[src/rtl/core/lsd_pkg.sv]
package lsd_pkg;

  localparam int SENSOR_COUNT_DEF = 16;
  localparam int CORDIC_STEPS_DEF = 16;

  localparam int SAMPLE_W = 12;
  localparam int CAM_W    = 8;
  localparam int DIR_W    = 15;
  localparam int HITS_W   = 16;
  localparam int SUM_W    = 12;

  localparam int                  CFG_IDX_W       = 1;
  localparam logic [CFG_IDX_W-1:0] REG_LOW_OFFSET  = 1'd0;
  localparam logic [CFG_IDX_W-1:0] REG_HIGH_OFFSET = 1'd1;
  localparam logic [SAMPLE_W-1:0]  LOW_OFFSET_RST  = 12'd100;
  localparam logic [SAMPLE_W-1:0]  HIGH_OFFSET_RST = 12'd300;

  localparam logic signed [CAM_W-1:0] CAM_NO_TARGET = -8'sd128;

  // direction scale, and floor(2^24/127) for the camera fallback division
  localparam logic [13:0] DIR_SCALE   = 14'd10000;
  localparam logic [17:0] RECIP_127   = 18'd132104;
  localparam int          RECIP_SHIFT = 24;
  localparam logic [6:0]  CAM_FULL    = 7'd127;

  // pi in angle units where 2^31 is a half turn
  localparam logic signed [33:0] ANGLE_PI = 34'sd2147483648;

  localparam int UPC_W = 4;

  typedef enum logic [3:0] {
    OP_NOP,
    OP_SENSE_LO,
    OP_SENSE_HI,
    OP_CORDIC_INIT,
    OP_ROTATE,
    OP_ANG_MUL,
    OP_ANG_SCALE,
    OP_FB_MUL,
    OP_FB_RECIP,
    OP_FB_FIX,
    OP_EMIT
  } op_t;

  typedef enum logic [2:0] {
    C_NEVER,
    C_ALWAYS,
    C_LAST,
    C_FALLBACK,
    C_ITER_MORE,
    C_OUT_BUSY
  } cond_t;

  typedef struct packed {
    op_t              op;
    cond_t            cond;
    logic [UPC_W-1:0] target;
    logic             fin;
  } uword_t;

  typedef struct packed {
    logic start_ok;
    logic last;
    logic fallback;
    logic iter_more;
    logic out_busy;
  } status_t;

  localparam logic [UPC_W-1:0] U_SENSE_LO = 4'd0;
  localparam logic [UPC_W-1:0] U_SENSE_HI = 4'd1;
  localparam logic [UPC_W-1:0] U_CHECK    = 4'd2;
  localparam logic [UPC_W-1:0] U_ROT      = 4'd3;
  localparam logic [UPC_W-1:0] U_ANG_MUL  = 4'd4;
  localparam logic [UPC_W-1:0] U_ANG_SCL  = 4'd5;
  localparam logic [UPC_W-1:0] U_FB_MUL   = 4'd6;
  localparam logic [UPC_W-1:0] U_FB_RECIP = 4'd7;
  localparam logic [UPC_W-1:0] U_FB_FIX   = 4'd8;
  localparam logic [UPC_W-1:0] U_EMIT     = 4'd9;

  // jump to target when cond holds, else stop if fin, else fall through
  function automatic uword_t ucode(input logic [UPC_W-1:0] a);
    uword_t w;
    w = '{op: OP_NOP, cond: C_NEVER, target: U_SENSE_LO, fin: 1'b1};
    case (a)
      U_SENSE_LO: w = '{op: OP_SENSE_LO,    cond: C_NEVER,     target: U_SENSE_LO, fin: 1'b0};
      U_SENSE_HI: w = '{op: OP_SENSE_HI,    cond: C_LAST,      target: U_CHECK,    fin: 1'b1};
      U_CHECK:    w = '{op: OP_CORDIC_INIT, cond: C_FALLBACK,  target: U_FB_MUL,   fin: 1'b0};
      U_ROT:      w = '{op: OP_ROTATE,      cond: C_ITER_MORE, target: U_ROT,      fin: 1'b0};
      U_ANG_MUL:  w = '{op: OP_ANG_MUL,     cond: C_NEVER,     target: U_SENSE_LO, fin: 1'b0};
      U_ANG_SCL:  w = '{op: OP_ANG_SCALE,   cond: C_ALWAYS,    target: U_EMIT,     fin: 1'b0};
      U_FB_MUL:   w = '{op: OP_FB_MUL,      cond: C_NEVER,     target: U_SENSE_LO, fin: 1'b0};
      U_FB_RECIP: w = '{op: OP_FB_RECIP,    cond: C_NEVER,     target: U_SENSE_LO, fin: 1'b0};
      U_FB_FIX:   w = '{op: OP_FB_FIX,      cond: C_NEVER,     target: U_SENSE_LO, fin: 1'b0};
      U_EMIT:     w = '{op: OP_EMIT,        cond: C_OUT_BUSY,  target: U_EMIT,     fin: 1'b1};
      default:    w = '{op: OP_NOP,         cond: C_NEVER,     target: U_SENSE_LO, fin: 1'b1};
    endcase
    return w;
  endfunction

  function automatic logic [SAMPLE_W-1:0] lim_of(input int k);
    logic [SAMPLE_W-1:0] v;
    case (k)
      0:       v = 12'd1400;
      1:       v = 12'd550;
      2:       v = 12'd500;
      3:       v = 12'd1000;
      4:       v = 12'd600;
      5:       v = 12'd550;
      6:       v = 12'd550;
      7:       v = 12'd500;
      8:       v = 12'd500;
      9:       v = 12'd750;
      10:      v = 12'd500;
      11:      v = 12'd500;
      12:      v = 12'd550;
      13:      v = 12'd500;
      14:      v = 12'd1000;
      default: v = 12'd0;
    endcase
    return v;
  endfunction

  function automatic logic signed [7:0] wx_of(input int k);
    logic signed [7:0] v;
    case (k)
      1, 7:    v = -8'sd38;
      2, 6:    v = -8'sd71;
      3, 5:    v = -8'sd92;
      4:       v = -8'sd100;
      9, 15:   v = 8'sd38;
      10, 14:  v = 8'sd71;
      11, 13:  v = 8'sd92;
      12:      v = 8'sd100;
      default: v = 8'sd0;
    endcase
    return v;
  endfunction

  function automatic logic signed [7:0] wy_of(input int k);
    logic signed [7:0] v;
    case (k)
      0:       v = 8'sd100;
      1, 15:   v = 8'sd92;
      2, 14:   v = 8'sd71;
      3, 13:   v = 8'sd38;
      5, 11:   v = -8'sd38;
      6, 10:   v = -8'sd71;
      7, 9:    v = -8'sd92;
      8:       v = -8'sd100;
      default: v = 8'sd0;
    endcase
    return v;
  endfunction

  // atan(2^-i) scaled so that 2^31 is pi
  function automatic logic [29:0] atan_of(input int i);
    logic [29:0] v;
    case (i)
      0:       v = 30'd536870912;
      1:       v = 30'd316933406;
      2:       v = 30'd167458907;
      3:       v = 30'd85004756;
      4:       v = 30'd42667331;
      5:       v = 30'd21354465;
      6:       v = 30'd10679838;
      7:       v = 30'd5340245;
      8:       v = 30'd2670163;
      9:       v = 30'd1335087;
      10:      v = 30'd667544;
      11:      v = 30'd333772;
      12:      v = 30'd166886;
      13:      v = 30'd83443;
      14:      v = 30'd41722;
      15:      v = 30'd20861;
      16:      v = 30'd10430;
      17:      v = 30'd5215;
      18:      v = 30'd2608;
      19:      v = 30'd1304;
      20:      v = 30'd652;
      21:      v = 30'd326;
      22:      v = 30'd163;
      23:      v = 30'd81;
      default: v = 30'd0;
    endcase
    return v;
  endfunction

endpackage

[src/rtl/core/line_sensor_direction_top.sv]
// channel | dir | handshake           | payload
// --------+-----+---------------------+---------------------------------------------
// in      | in  | in_valid / in_stall   | mux_position, sample_low, sample_high,
//         |     |                     | camera_value
// out     | out | out_valid / out_stall | direction, used_fallback, hit_bits
// cfg     | in  | cfg_we (no wait)    | cfg_index, cfg_data
//
// A word that is ignored (position out of range, or scan not running) starts no microprogram.
// A sensed word runs the low and high sense steps; the last word of a scan then
// runs the CORDIC init and rotate loop, angle multiply and scale, and emit, or with
// the camera fallback the fallback multiply, reciprocal, fix and emit steps.
// Reset is synchronous: scan state and out_valid clear; the offsets load their reset values.
// in_stall is high while the microprogram runs; an out_stall holds it on its emit step.
module line_sensor_direction_top #(
  parameter int SENSOR_COUNT = lsd_pkg::SENSOR_COUNT_DEF,
  parameter int CORDIC_STEPS = lsd_pkg::CORDIC_STEPS_DEF
) (
  input  logic                                clk,
  input  logic                                rst,
  input  logic                                in_valid,
  output logic                                in_stall,
  input  logic [2:0]                          mux_position,
  input  logic [lsd_pkg::SAMPLE_W-1:0]        sample_low,
  input  logic [lsd_pkg::SAMPLE_W-1:0]        sample_high,
  input  logic signed [lsd_pkg::CAM_W-1:0]    camera_value,
  output logic                                out_valid,
  input  logic                                out_stall,
  output logic signed [lsd_pkg::DIR_W-1:0]    direction,
  output logic                                used_fallback,
  output logic [lsd_pkg::HITS_W-1:0]          hit_bits,
  input  logic                                cfg_we,
  input  logic [lsd_pkg::CFG_IDX_W-1:0]       cfg_index,
  input  logic [lsd_pkg::SAMPLE_W-1:0]        cfg_data
);
  import lsd_pkg::*;

  logic [SAMPLE_W-1:0] low_offset, high_offset;
  logic                accept, start, seq_busy;
  op_t                 dp_op;
  status_t             dp_status;

  assign in_stall = seq_busy;
  assign accept   = in_valid && !in_stall;
  assign start    = accept && dp_status.start_ok;

  always_ff @(posedge clk) begin
    if (rst) begin
      low_offset  <= LOW_OFFSET_RST;
      high_offset <= HIGH_OFFSET_RST;
    end else if (cfg_we) begin
      case (cfg_index)
        REG_LOW_OFFSET:  low_offset  <= cfg_data;
        REG_HIGH_OFFSET: high_offset <= cfg_data;
        default: begin
        end
      endcase
    end
  end

  lsd_sequencer u_seq (
    .clk    (clk),
    .rst    (rst),
    .start  (start),
    .status (dp_status),
    .op     (dp_op),
    .busy   (seq_busy)
  );

  lsd_datapath #(
    .SENSOR_COUNT (SENSOR_COUNT),
    .CORDIC_STEPS (CORDIC_STEPS)
  ) u_dp (
    .clk           (clk),
    .rst           (rst),
    .accept        (accept),
    .op            (dp_op),
    .mux_position  (mux_position),
    .sample_low    (sample_low),
    .sample_high   (sample_high),
    .camera_value  (camera_value),
    .low_offset    (low_offset),
    .high_offset   (high_offset),
    .out_stall     (out_stall),
    .status        (dp_status),
    .out_valid     (out_valid),
    .direction     (direction),
    .used_fallback (used_fallback),
    .hit_bits      (hit_bits)
  );

  a_start_busy: assert property (@(posedge clk) disable iff (rst)
    start |=> in_stall)
    else $error("sequencer did not start on a sensed word");

  a_emit_source: assert property (@(posedge clk) disable iff (rst)
    $rose(out_valid) |-> $past(dp_op == OP_EMIT))
    else $error("output loaded outside the emit step");

  a_emit_done: assert property (@(posedge clk) disable iff (rst)
    (dp_op == OP_EMIT) && !dp_status.out_busy |=> out_valid && !in_stall)
    else $error("emit step did not finish the program");

endmodule

[src/rtl/core/lsd_sequencer.sv]
module lsd_sequencer (
  input  logic             clk,
  input  logic             rst,
  input  logic             start,
  input  lsd_pkg::status_t status,
  output lsd_pkg::op_t     op,
  output logic             busy
);
  import lsd_pkg::*;

  typedef enum logic [1:0] {
    SEQ_IDLE = 2'b01,
    SEQ_RUN  = 2'b10
  } seq_state_t;

  seq_state_t       state, state_next;
  logic [UPC_W-1:0] upc, upc_next;
  uword_t           word;
  logic             taken;

  assign word = ucode(upc);
  assign busy = (state == SEQ_RUN);
  assign op   = busy ? word.op : OP_NOP;

  always_comb begin
    case (word.cond)
      C_NEVER:     taken = 1'b0;
      C_ALWAYS:    taken = 1'b1;
      C_LAST:      taken = status.last;
      C_FALLBACK:  taken = status.fallback;
      C_ITER_MORE: taken = status.iter_more;
      C_OUT_BUSY:  taken = status.out_busy;
      default:     taken = 1'b0;
    endcase
  end

  always_comb begin
    state_next = state;
    upc_next   = upc;
    case (state)
      SEQ_IDLE: begin
        if (start) begin
          state_next = SEQ_RUN;
          upc_next   = U_SENSE_LO;
        end
      end
      SEQ_RUN: begin
        if (taken) begin
          upc_next = word.target;
        end else if (word.fin) begin
          state_next = SEQ_IDLE;
        end else begin
          upc_next = upc + 1'b1;
        end
      end
      default: begin
        state_next = SEQ_IDLE;
      end
    endcase
  end

  always_ff @(posedge clk) begin
    if (rst) begin
      state <= SEQ_IDLE;
      upc   <= U_SENSE_LO;
    end else begin
      state <= state_next;
      upc   <= upc_next;
    end
  end

endmodule

[src/rtl/core/lsd_datapath.sv]
module lsd_datapath #(
  parameter int SENSOR_COUNT = lsd_pkg::SENSOR_COUNT_DEF,
  parameter int CORDIC_STEPS = lsd_pkg::CORDIC_STEPS_DEF
) (
  input  logic                                clk,
  input  logic                                rst,
  input  logic                                accept,
  input  lsd_pkg::op_t                        op,
  input  logic [2:0]                          mux_position,
  input  logic [lsd_pkg::SAMPLE_W-1:0]        sample_low,
  input  logic [lsd_pkg::SAMPLE_W-1:0]        sample_high,
  input  logic signed [lsd_pkg::CAM_W-1:0]    camera_value,
  input  logic [lsd_pkg::SAMPLE_W-1:0]        low_offset,
  input  logic [lsd_pkg::SAMPLE_W-1:0]        high_offset,
  input  logic                                out_stall,
  output lsd_pkg::status_t                    status,
  output logic                                out_valid,
  output logic signed [lsd_pkg::DIR_W-1:0]    direction,
  output logic                                used_fallback,
  output logic [lsd_pkg::HITS_W-1:0]          hit_bits
);
  import lsd_pkg::*;

  localparam int HALF = SENSOR_COUNT / 2;
  localparam int SW   = (SENSOR_COUNT > 1) ? $clog2(SENSOR_COUNT) : 1;
  localparam int IW   = (CORDIC_STEPS > 1) ? $clog2(CORDIC_STEPS) : 1;

  // captured item
  logic [2:0]                 pos;
  logic [SAMPLE_W-1:0]        s_lo, s_hi;
  logic signed [CAM_W-1:0]    cam;

  // scan state
  logic signed [SUM_W-1:0]    x_sum, y_sum;
  logic [SENSOR_COUNT-1:0]    hit_mask;
  logic                       scan_enabled;

  // arithmetic registers
  logic signed [31:0]         re, im;
  logic signed [33:0]         z;
  logic [IW-1:0]              iter;
  logic [45:0]                prod;
  logic [DIR_W-1:0]           quo;
  logic                       neg;
  logic                       fb;

  // sensing
  logic                       sense_hi;
  logic [SW-1:0]              k;
  logic [SAMPLE_W-1:0]        sample, offset;
  logic [SAMPLE_W:0]          limit;
  logic                       hit, old;
  logic signed [SUM_W-1:0]    wx, wy;

  // cordic / scaling
  logic signed [31:0]         re_sh, im_sh, y_fix, x_fix;
  logic signed [33:0]         t_step, z_abs;
  logic [CAM_W-1:0]           cam_abs;
  logic [38:0]                rec;
  logic [21:0]                rem;
  logic [31:0]                mask_wide;

  assign sense_hi = (op == OP_SENSE_HI);
  assign k        = sense_hi ? SW'(pos) + SW'(HALF) : SW'(pos);
  assign sample   = sense_hi ? s_hi : s_lo;
  assign offset   = sense_hi ? high_offset : low_offset;
  assign limit    = {1'b0, lim_of(int'(k))} + {1'b0, offset};
  assign hit      = {1'b0, sample} < limit;
  assign old      = hit_mask[k];
  assign wx       = SUM_W'(wx_of(int'(k)));
  assign wy       = SUM_W'(wy_of(int'(k)));

  assign y_fix  = {{4{y_sum[SUM_W-1]}}, y_sum, 16'b0};
  assign x_fix  = {{4{x_sum[SUM_W-1]}}, x_sum, 16'b0};
  assign re_sh  = re >>> iter;
  assign im_sh  = im >>> iter;
  assign t_step = $signed({4'b0, atan_of(int'(iter))});
  assign z_abs  = z[33] ? -z : z;
  assign cam_abs = cam[CAM_W-1] ? -cam : cam;
  assign rec    = 39'(prod[20:0]) * 39'(RECIP_127);
  // remainder of n - 127*q
  assign rem    = prod[21:0] - (22'({quo, 7'b0}) - 22'(quo));
  assign mask_wide = 32'(hit_mask);

  assign status.start_ok  = (int'(mux_position) < HALF) &&
                            ((mux_position == 3'd0) ? (camera_value == CAM_NO_TARGET)
                                                    : scan_enabled);
  assign status.last      = (int'(pos) == HALF - 1);
  assign status.fallback  = (x_sum == '0) && (y_sum == '0);
  assign status.iter_more = (iter != IW'(CORDIC_STEPS - 1));
  assign status.out_busy  = out_valid && out_stall;

  always_ff @(posedge clk) begin
    if (rst) begin
      scan_enabled <= 1'b0;
      x_sum        <= '0;
      y_sum        <= '0;
      hit_mask     <= '0;
      out_valid    <= 1'b0;
    end else begin
      // the emit step reloads the word itself
      if (out_valid && !out_stall && (op != OP_EMIT)) begin
        out_valid <= 1'b0;
      end
      if (accept) begin
        pos  <= mux_position;
        s_lo <= sample_low;
        s_hi <= sample_high;
        cam  <= camera_value;
        if (mux_position == 3'd0) begin
          x_sum        <= '0;
          y_sum        <= '0;
          hit_mask     <= '0;
          scan_enabled <= (camera_value == CAM_NO_TARGET);
        end
      end
      case (op)
        OP_SENSE_LO, OP_SENSE_HI: begin
          if (hit && !old) begin
            hit_mask[k] <= 1'b1;
            x_sum       <= x_sum + wx;
            y_sum       <= y_sum + wy;
          end else if (!hit && old) begin
            hit_mask[k] <= 1'b0;
            x_sum       <= x_sum - wx;
            y_sum       <= y_sum - wy;
          end
        end
        OP_CORDIC_INIT: begin
          iter <= '0;
          if (y_sum[SUM_W-1]) begin
            re <= -y_fix;
            im <= -x_fix;
            z  <= x_sum[SUM_W-1] ? -ANGLE_PI : ANGLE_PI;
          end else begin
            re <= y_fix;
            im <= x_fix;
            z  <= '0;
          end
        end
        OP_ROTATE: begin
          iter <= iter + 1'b1;
          if (!im[31]) begin
            re <= re + im_sh;
            im <= im - re_sh;
            z  <= z + t_step;
          end else begin
            re <= re - im_sh;
            im <= im + re_sh;
            z  <= z - t_step;
          end
        end
        OP_ANG_MUL: begin
          prod <= 46'(z_abs[31:0]) * 46'(DIR_SCALE);
          neg  <= z[33];
          fb   <= 1'b0;
        end
        OP_ANG_SCALE: begin
          quo <= prod[45:31];
        end
        OP_FB_MUL: begin
          prod <= 46'(cam_abs) * 46'(DIR_SCALE);
          neg  <= cam[CAM_W-1];
          fb   <= 1'b1;
        end
        OP_FB_RECIP: begin
          quo <= rec[RECIP_SHIFT +: DIR_W];
        end
        OP_FB_FIX: begin
          if (rem >= 22'(CAM_FULL)) begin
            quo <= quo + 1'b1;
          end
        end
        OP_EMIT: begin
          if (!status.out_busy) begin
            out_valid     <= 1'b1;
            direction     <= neg ? -$signed(quo) : $signed(quo);
            used_fallback <= fb;
            hit_bits      <= mask_wide[HITS_W-1:0];
            scan_enabled  <= 1'b0;
          end
        end
        default: begin
        end
      endcase
    end
  end

endmodule
[config.mk]
export PLATFORM = sky130hd
export DESIGN_NAME = line_sensor_direction_top
export DESIGN_NICKNAME = d
export VERILOG_FILES = /design/src/rtl/core/lsd_pkg.sv /design/src/rtl/core/line_sensor_direction_top.sv /design/src/rtl/core/lsd_sequencer.sv /design/src/rtl/core/lsd_datapath.sv
export SDC_FILE = /design/constraint.sdc
export NUM_CORES = 2
export LEC_CHECK = 0
export BUFFER_PORTS_ARGS = -buffer_cell sky130_fd_sc_hd__buf_2
export CORE_MARGIN = 5
export CORE_UTILIZATION = 65
export DETAILED_ROUTE_END_ITERATION = 7
export PLACE_DENSITY = 0.82
export SLEW_MARGIN = 20
export SYNTH_ARGS = -nofsm -noshare
export SYNTH_HDL_FRONTEND = slang
export SYNTH_SLANG_ARGS = --single-unit
[constraint.sdc]
create_clock -name clk -period 10.3 [get_ports clk]
set_input_delay 1.03 -clock clk [delete_from_list [all_inputs] [get_ports clk]]
set_output_delay 1.03 -clock clk [all_outputs]
set_load 0.01 [all_outputs]
==> metrics.yaml <==
logic_synthesis:
  syn_inst: 4199
  synth_cell_types: 98
  synth_top_cell_by_area: "edfxtp_1"
  synthTopCellsByArea: "edfxtp_1, ha_1, dfxtp_1"
  synth-edff-count: 219
  synth-compound-area-share_pct: 18.5
  async_flop_share_pct: 0
  synthXorXnorAreaFrac_pct: 7.75
  yosysWarnings: 0
  synthSimpleGateAreaFrac_pct: 15.4
  ys_seq_area_share_pct: 24.2
  synthFlopType: "edfxtp_1"
  yosys.area_share.adder_pct: 21.1
  synthesis.area_um2: 36600
  synth_top_area_share_pct: 18.0
  postSynthRegisterBits: 333
  synth_top_family_by_area: "adder cells"
  muxShareOfSynthArea_pct: 6.94
  syn_avg_cell_area_um2: 8.72
  synth_fp_nets: 4808
final_layout:
  final_cell_mix: "ha_1, nand2_1, inv_1"
  diodes: 0
  layout_commonest_cell: "ha_1"
  drive_above_1_share_pct: 7.31
  fillers: 4405
  fin_cells: 4981
  area_delta_synth_final_pct: 5.90
  nNetsFinal: 4803
global_route:
  grt_max_degree: 78
  gr-total-overflow: 0
  grtUsageTotal_pct: 29.0
  grt_pass1_wl_um: 149000
  antenna_found_initial: 0
  grt_pass1_vias: 29900
job:
  cap_violations: 0
sta:
  worst_clock_skew_ns: 0.0238
  rsz0062_at_grt: "no"
  setup-violations-final: 0
  hold_viol: 0
  tightest_slew_ns: 1.00
  timing.fmax_ghz: 0.123
  slew_violations: 0
  fin_crit_ns: 8.11
  fin_setup_tns_ns: 0
  fin_crit_sh_pct: 78.8
  relSlewSlack_pct: 33.1
setup_path:
  worst_r2r_endpoint: "u_dp.prod[45]"
  worst-path-buf-inv: 4
  crit_cells: 26
  end_kind: "flip-flop"
  cp_top_family: "adder cells"
  startpoint: "u_dp.z[0]"
  cp.required_ns: 10.61
  crit_fanout: 6
  crit_arrival_ns: 8.42
  setup.worst_path.class: "reg2reg"
  path_common_cell: "inv_1"
  start_kind: "flip-flop"
  r2r_slack_ns: 2.19
  reg2reg_depth: 26
  cp-endpoint: "u_dp.prod[45]"
  r2r-start: "u_dp.z[0]"
  max_stage_delay_ns: 0.53
  worst_path_max_delay_cell: "or4_1"
detailed_routing:
  routed_wl_um: 91700
  drc: 0
  first_pass_iters: 7
  drtIter0Drc: 2853
  wl_per_cell_um: 18.4
  viasPerCell: 6.30
  antenna_left: 0
  num_vias: 31400
power:
  p_clk_share_pct: 35.0
  p_sw_mw: 1.23
  peakVddDrop_mv: 0.143
  internal_power_mw: 2.64
  p_sw_share_pct: 31.8
  p_per_area_nw_per_um2: 100
  leakage_nw: 17.4
  combPwrFrac_pct: 24.5
  power_frac_seq_pct: 40.5
place:
  gp_congestion: 0.942
  place_inst: 4908
  dp_hpwl_um: 69400
  numPortBuffers: 86
floorplan:
  dieArea_um2: 61200
  num_rows: 87
  initial_core_util_pct: 65.3
  core-area_um2: 56100
  num_io_pins: 87
  dieHeight_um: 247
  fp.dieW_um: 247
clocking:
  cts_sinks: 333
  ctsResizeCount: 0
  cts_hold_repair.buffers: 0
  clk_pin_slew_ns: 0.06
  ctsRootBufferMaster: "clkbuf_16"
  clock_path_buffers: 3
  clkLatencyLatePin_ns: 0.58
  cts_tree: "yes"
  cts_buffers: 39
  cts-htree-levels: 2
  cts_setup_buffers: 0
hold_path:
  hp-class: "reg2reg"
status:
  status: "finished clean"
==> cell usage after synthesis (25+ instances only) <==
cell and number:
xor2_1 119, mux4_2 47, fa_1 102, buf_1 31, nand2b_1 56, mux2_2 34, nand3_1 64, xnor2_1 205
a22o_1 30, mux2i_1 63, and3_1 40, o21ai_0 216, clkbuf_1 110, ha_1 454, dfxtp_1 114, edfxtp_1 219
o31ai_1 48, nor2_1 349, o21bai_1 31, a21oi_1 287, a31oi_1 53, nand2_1 440, inv_1 396, and2_1 29
o21a_1 41, a211oi_1 25, a21o_1 91, nor3_1 69, nor2b_1 33
==> logic make-up (layout without fill, tap and decap cells) <==
group                      Yosys count  in the layout
buffers and inverters              561            587
muxes                              162            162
xor gates and xnor gates           324            324
adders and majority gates          556            556
DFF                                333            333
and+or+nand+nor                   1222           1222
AOI/OAI and AO/OA                 1041           1041
==> final cells by class <==
type | count | area [um^2] | share of cell area (%)
clock buffer | 52 | 1080 | 2.77
clock inverter | 20 | 148 | 0.381
inverter | 398 | 1500 | 3.86
multi-input combinational | 3305 | 25600 | 65.9
sequential | 333 | 8860 | 22.8
tap | 756 | 946 | 2.44
timing repair buffer | 117 | 683 | 1.76
==> state kept, by name, summed over array words and instances (netlist names), 2 cells and up <==
register / cells
u_seq.word: 12
u_dp.s_hi: 12
high_offset: 12
u_dp.hit_mask: 16
u_dp.prod: 33
u_dp.t_step: 30
u_dp.im: 32
u_dp.y_sum: 12
u_dp.quo: 15
u_dp.re: 32
u_dp.x_sum: 12
u_dp.s_lo: 12
u_dp.pos: 3
u_dp.z: 34
u_dp.direction: 15
u_dp.hit_bits: 16
u_seq.state: 2
u_seq.upc: 4
low_offset: 12
u_dp.iter: 4
u_dp.cam: 8
==> per-layer routing <==
layer  track usage [%]  share of wire (%)  wire length, um  up-vias
met4              9.22                3.2             2890        0
met1              38.4                 42            38500    15000
li1                  -                  -                -    15000
met3              3.98                6.7             6180      208
met2              49.6                 48            44100     1140
met5                 0                  0                0        -
==> power groups by stage <==
stage | Clock [mW] | Sequential (mW) | Combinational [mW]
after floorplan | 0 | 1.56 | 0.744
after global placement | 0 | 1.59 | 0.901
after detailed placement | 0 | 1.59 | 0.928
after CTS | 1.37 | 1.57 | 0.938
after global routing | 1.43 | 1.57 | 1.07
final | 1.35 | 1.57 | 0.951
==> stage by stage <==
stage	cell area (um^2)	setup WS (ns)	utilization, %	total power, mW	hold WS, ns
5_1_grt	38800	1.62	69.2	4.07	0.426
2_1_floorplan	36600	2.83	-	2.31	0.400
3_3_place_gp	37500	2.29	66.9	2.49	0.405
4_1_cts	38700	2.10	69.1	3.88	0.418
6_report	38800	2.19	69.2	3.88	0.418
3_5_place_dp	37500	2.09	66.9	2.52	0.405
==> worst min path at each step <==
stage,startpoint,to,cells past startpoint
5_1_grt,u_dp.fb,u_dp.used_fallback,0
2_1_floorplan,u_dp.fb,u_dp.used_fallback,0
3_5_place_dp,u_dp.fb,u_dp.used_fallback,0
3_3_place_gp,u_dp.fb,u_dp.used_fallback,0
6_report,u_dp.fb,u_dp.used_fallback,0
4_1_cts,u_dp.fb,u_dp.used_fallback,0
(Power assumes the default switching activity.)
